## src/sv/sst_pkg.sv

```systemverilog
// Shared types and constants for the sorted sequence table.
`default_nettype none

package sst_pkg;

    localparam int DEPTH    = 32;
    localparam int KEY_W    = 64;
    localparam int HANDLE_W = 16;
    localparam int CNT_W    = $clog2(DEPTH + 1);
    localparam int MODE_W   = 3;
    localparam int STATUS_W = 2;

    // Operation codes carried on s_tuser
    localparam logic [MODE_W-1:0] MODE_INSERT  = 3'd0;
    localparam logic [MODE_W-1:0] MODE_LOOKUP  = 3'd1;
    localparam logic [MODE_W-1:0] MODE_TRIM_LO = 3'd2;
    localparam logic [MODE_W-1:0] MODE_TRIM_HI = 3'd3;
    localparam logic [MODE_W-1:0] MODE_CLEAR   = 3'd4;

    localparam logic [STATUS_W-1:0] STATUS_OK      = 2'd0;
    localparam logic [STATUS_W-1:0] STATUS_INVALID = 2'd1;
    localparam logic [STATUS_W-1:0] STATUS_DUP     = 2'd2;
    localparam logic [STATUS_W-1:0] STATUS_FULL    = 2'd3;

    // Stream widths
    localparam int S_TDATA_W = 88;
    localparam int S_TUSER_W = MODE_W;
    localparam int M_TDATA_W = 192;
    localparam int M_TUSER_W = STATUS_W + 1;
    localparam int M_PAD_W   = M_TDATA_W - (3 * HANDLE_W + 2 * CNT_W + 2 * KEY_W);

    typedef enum logic [2:0] {
        CELL_HOLD,
        CELL_INSERT,
        CELL_SHIFT,
        CELL_CLEAR,
        CELL_DROP_LAST
    } cell_op_t;

    typedef struct packed {
        cell_op_t            op;
        logic [KEY_W-1:0]    key;
        logic [HANDLE_W-1:0] handle;
    } cell_ctrl_t;

    typedef struct packed {
        logic                valid;
        logic [KEY_W-1:0]    key;
        logic [HANDLE_W-1:0] handle;
    } cell_data_t;

    typedef struct packed {
        logic ins;    // new key belongs here or further left
        logic eq;
        logic below;  // held key less than operand
        logic above;  // held key greater than operand
        logic last;   // highest valid cell
    } cell_flags_t;

endpackage

`default_nettype wire

```

## src/sv/sst_cell.sv

```systemverilog
// One table cell: holds an entry, compares it with the operand, trades with its neighbors.
`default_nettype none

module sst_cell (
    input  wire                 aclk,
    input  wire                 aresetn,
    input  sst_pkg::cell_ctrl_t ctrl,
    input  sst_pkg::cell_data_t prev_data,
    input  wire                 prev_ins,
    input  sst_pkg::cell_data_t next_data,
    output sst_pkg::cell_data_t cell_data,
    output sst_pkg::cell_flags_t flags
);

    logic                         valid_reg;
    logic                         valid_next;
    logic [sst_pkg::KEY_W-1:0]    key_reg;
    logic [sst_pkg::KEY_W-1:0]    key_next;
    logic [sst_pkg::HANDLE_W-1:0] handle_reg;
    logic [sst_pkg::HANDLE_W-1:0] handle_next;

    always_comb begin
        flags.eq    = valid_reg && (key_reg == ctrl.key);
        flags.below = valid_reg && (key_reg < ctrl.key);
        flags.above = valid_reg && (ctrl.key < key_reg);
        flags.ins   = !valid_reg || (ctrl.key < key_reg);
        flags.last  = valid_reg && !next_data.valid;
    end

    always_comb begin
        valid_next  = valid_reg;
        key_next    = key_reg;
        handle_next = handle_reg;
        case (ctrl.op)
            sst_pkg::CELL_INSERT: begin
                if (flags.ins) begin
                    // take the left neighbor when the gap opens further left
                    if (prev_ins) begin
                        valid_next  = prev_data.valid;
                        key_next    = prev_data.key;
                        handle_next = prev_data.handle;
                    end else begin
                        valid_next  = 1'b1;
                        key_next    = ctrl.key;
                        handle_next = ctrl.handle;
                    end
                end
            end
            sst_pkg::CELL_SHIFT: begin
                valid_next  = next_data.valid;
                key_next    = next_data.key;
                handle_next = next_data.handle;
            end
            sst_pkg::CELL_CLEAR: begin
                valid_next = 1'b0;
            end
            sst_pkg::CELL_DROP_LAST: begin
                if (flags.last) begin
                    valid_next = 1'b0;
                end
            end
            default: begin
                valid_next = valid_reg;
            end
        endcase
    end

    always_ff @(posedge aclk) begin
        if (!aresetn) begin
            valid_reg <= 1'b0;
        end else begin
            valid_reg <= valid_next;
        end
    end

    always_ff @(posedge aclk) begin
        key_reg    <= key_next;
        handle_reg <= handle_next;
    end

    assign cell_data.valid  = valid_reg;
    assign cell_data.key    = key_reg;
    assign cell_data.handle = handle_reg;

endmodule

`default_nettype wire

```

## config.mk

```make
export PLATFORM = sky130hd
export DESIGN_NAME = sst_cell
export DESIGN_NICKNAME = d
export VERILOG_FILES = /design/src/sv/sst_pkg.sv /design/src/sv/sst_cell.sv
export SDC_FILE = /design/constraint.sdc
export NUM_CORES = 1
export LEC_CHECK = 0
export ABC_AREA = 1
export BUFFER_PORTS_ARGS = -buffer_cell sky130_fd_sc_hd__buf_2
export CAP_MARGIN = 20
export CORE_ASPECT_RATIO = 2
export CORE_MARGIN = 2
export CORE_UTILIZATION = 37
export CTS_BUF_LIST = sky130_fd_sc_hd__clkbuf_4
export CTS_CLUSTER_SIZE = 24
export DETAILED_ROUTE_END_ITERATION = 8
export PLACE_DENSITY_LB_ADDON = 0.3
export SETUP_SLACK_MARGIN = 0.2
export SYNTH_ARGS = -nofsm -noshare
export SYNTH_HDL_FRONTEND = slang
export SYNTH_SLANG_ARGS = --single-unit
```

## constraint.sdc

```tcl
create_clock -name aclk -period 5.5 [get_ports aclk]
set_clock_uncertainty 0.15 [all_clocks]
set_input_delay 1.375 -clock aclk [delete_from_list [all_inputs] [get_ports aclk]]
set_output_delay 1.375 -clock aclk [all_outputs]
set_load 0.01 [all_outputs]
```

* Yosys cells after proc, flatten, opt, wreduce, memory -nomap -nowiden *
Cells that the tools add are included.

cells by class
  order comparisons = 2
  equality and inequality tests = 7
  mux-type cells = 10
  reductions and logical operators = 11

operator list
  operator                                                               count
  64-bit less-than comparator                                            2
  64-bit 2-to-1 mux                                                      2
  64-bit one-hot mux with 2 select lines                                 1
  64-bit equality test                                                   1
  16-bit 2-to-1 mux                                                      2
  16-bit one-hot mux with 2 select lines                                 1
  3-bit by 2-bit equality test with 1-bit output, second input constant  2
  1-bit logical AND                                                      4
  2-bit inequality test, second input constant                           2
  1-bit one-hot mux with 4 select lines                                  1
  4-bit nonzero test                                                     1
  3-bit by 1-bit equality test with 1-bit output, second input constant  1
  3-bit equality test, second input constant                             1
  1-bit 2-to-1 mux                                                       3
  3-bit AND reduction                                                    1
  1-bit logical NOT                                                      2
  2-bit AND reduction                                                    1
  2-bit nonzero test                                                     1
  1-bit logical OR                                                       1

word-level totals
  bits in registers = 81
  bits of input ports = 248
  word-level logic and storage cells = 33

* Longest topological paths before layout *
  depth after elaboration = 4
  depth in mapped cells = 20
  depth with buffers taken out = 20

* Worst setup path before layout *
Ideal clock, no wire load.

  path type = input to register
  start = in ctrl[73] in the netlist's numbering
  end = reg handle_reg[0] in the netlist's numbering, enable pin
  library setup time = 0.441 ns
  arrival time = 4.228 ns
  data required time = 4.909 ns
  slack = 0.681 ns
  stages on the path = 12
  buffers on the path = 0
  cell sequence = ha_1 nand2_1 inv_1 o21ai_0 a21oi_1 nor2_1 nand2_1 a21oi_1 nand2_2 nand2_1 nand2_1 nand2_1

RTL lines
  what                  RTL line        RTL
  from (decl)           sst_cell.sv:7   input sst_pkg::cell_ctrl_t ctrl,
  to (signal assigned)  sst_cell.sv:78  handle_reg <= handle_next;
  to (decl)             sst_cell.sv:19  logic [sst_pkg::HANDLE_W-1:0] handle_reg;

==> flow_summary.ini <==
[place]
dp_hpwl_um = 14870
portBuffers = 333
dp_slack_ns = 0.7839
routabilityCongestion = 0.8763

[routing]
drtAntennaViolNets = 0
viasPerCell = 4.940
wl_per_cell_um = 15.00
drt_iter0_markers = 180
first_pass_iters = 5
wl_met3_um = 1235
highest_layer = met5
route.detailed.drc = 0
wl_met1_um = 6885
wl_met2_um = 10250
wl_um = 18960
vias = 6244

[synthesis]
synth_area_um2 = 5817
syn_nets = 1059
ys_ff_latch = 81
yosysSeqAreaShare = 0.4164
avgSynthCellArea_um2 = 7.787
synth.distinct_cells = 25
syn_inst = 747
ys_warn_count = 0

[sta]
slew_headroom = 0.3992
worstMarginPinSlew_ns = 0.9011
whs_ns = 0.5068
drv_slew = 0
worst_slack_ns = 0.8318
hold_viol = 0
finalSetupTns_ns = 0
post-route-period-util = 0.8488
rsz0062_at_grt = no
fmax_ghz = 0.2142
setup_viol = 0
min_period_ns = 4.668

[floorplanning]
initial_core_util = 0.3783
placementRows = 64
dieArea_um2 = 16800
die_w_um = 92.66
coreArea_um2 = 15370
die_y_um = 181.3
ios = 334

[cells_and_area]
final_layout_size_suffix_gt1_frac = 0.3374
fin_nets = 1371
area_growth_pct = 33.86
largest_reg_flops = 64
final_cell_mix = buf_2, nand2_1, nor2_1
fillers = 1580
layout_commonest_cell = buf_2

[global_route]
grt_pass1_wl_um = 28880
grt_start_max_net_pins = 94
grt_pass1_vias = 5983
grt-ovfl-total = 0
grt_use_total = 0.2218
antenna_found_initial = 3

[worst_setup_path]
worstPathMaxFanout = 3
start_kind = input port
worst-setup-path-type = in -> out
required_ns = 3.97
critPathCaptureType = output pin
critPathArrivalTime_ns = 3.14

[clock_network]
cts_sinks = 81
h-tree-depth = 3
hold_buffers = 0
post-cts-setup-buffers = 0
cts_resized = 0
clk_latency_ns = 0.46
cts_tree = done
cts_buffer_depth = 2
path_clk_slew_ns = 0.14
cts_buffers = 9
root_buffer = clkbuf_4

[power_and_ir_drop]
finalPower_mw = 1.524
ir_drop_v = 0.0001178
power_density_nw_per_um2 = 195.7
leakage_nw = 4.083

[worst_hold_path]
hp-class = reg -> reg

[status]
run_status = completed

[job]
maxCapViolCount = 0
## per-stage QoR
| step | instances | cell area [um2] | utilization |
|---|---|---|---|
| after global routing | 1264 | 7786 | 0.5064 |
| after floorplan | 747 | 5817 | - |
| after CTS | 1262 | 7781 | 0.5061 |
| after detailed placement | 1246 | 7652 | 0.4977 |
| final | 1264 | 7786 | 0.5064 |
| after global placement | 1246 | 7652 | 0.4977 |
## where the power goes
| group | internal (mW) | switching, mW | total (mW) |
|---|---|---|---|
| combinational | 0.182 | 0.234 | 0.415 |
| sequential | 0.734 | 0.0170 | 0.751 |
| clock | 0.133 | 0.225 | 0.358 |
## worst max-delay path: stages
cell and delay (ns):
buf_2 0.11, ha_1 0.30, nand2_2 0.08, nor4_2 0.33, nand2_1 0.16, nor2_2 0.17
nand2_1 0.08, nand2_2 0.08, nand2_1 0.09, a31oi_1 0.18, buf_2 0.17
## final timing paths
check	from	to	slack, ns	cells past startpoint
worst max-delay path	ctrl[71]	flags[2]	0.83	11
worst min-delay path	valid_reg	valid_reg	0.51	4
worst max register to register	key_reg[49]	handle_reg[7]	2.49	14
worst min register to register	valid_reg	valid_reg	0.51	4
## area by class of cell
type,count,area (um2),share of cell area
multi-input combinational,542,2943,0.3780
sequential,81,2422,0.3111
tap,198,247.7,0.03182
timing repair buffer,337,1709,0.2195
clock buffer,9,67.56,0.008677
antenna,2,5.005,0.0006428
clock inverter,7,61.31,0.007874
inverter,88,330.3,0.04242
## Yosys cell counts
| master | n | area [um2] |
|---|---|---|
| nand2_2 | 2 | 12.51 |
| clkbuf_1 | 29 | 108.9 |
| o21ai_0 | 8 | 40.04 |
| buf_4 | 1 | 7.510 |
| nand3_2 | 1 | 10.01 |
| nand2_1 | 230 | 863.3 |
| buf_1 | 4 | 15.01 |
| nand4_1 | 6 | 37.54 |
| a21oi_1 | 28 | 140.1 |
| inv_1 | 87 | 326.6 |
| nand3_1 | 9 | 45.04 |
| nor3_1 | 4 | 20.02 |
| buf_2 | 2 | 10.01 |
| o2111ai_1 | 1 | 8.760 |
| a31oi_1 | 81 | 506.7 |
| o21a_1 | 3 | 22.52 |
| nor2_1 | 100 | 375.4 |
| ha_1 | 64 | 800.8 |
| dfxtp_1 | 1 | 20.02 |
| a21o_1 | 1 | 7.510 |
| inv_2 | 1 | 3.750 |
| edfxtp_1 | 80 | 2402 |
| o21bai_1 | 1 | 7.510 |
| nor4_2 | 1 | 12.51 |
| nor2_2 | 2 | 12.51 |
## per-layer routing
metal | GRT usage | vias to the layer above
met5 | 0 | -
met4 | 0.09471 | 2
met3 | 0.04045 | 38
met2 | 0.4155 | 249
met1 | 0.2375 | 2820
li1 | - | 3135
## cells by family after synthesis
| family | count (synthesis) | share of synthesized area |
|---|---|---|
| adders and majority gates | 64 | 0.1377 |
| buffers and inverters | 124 | 0.08109 |
| and+or+nand+nor | 355 | 0.2388 |
| AOI/OAI and AO/OA | 123 | 0.1260 |
| DFF | 81 | 0.4164 |
No activity file was read; power rests on OpenSTA's default activity.
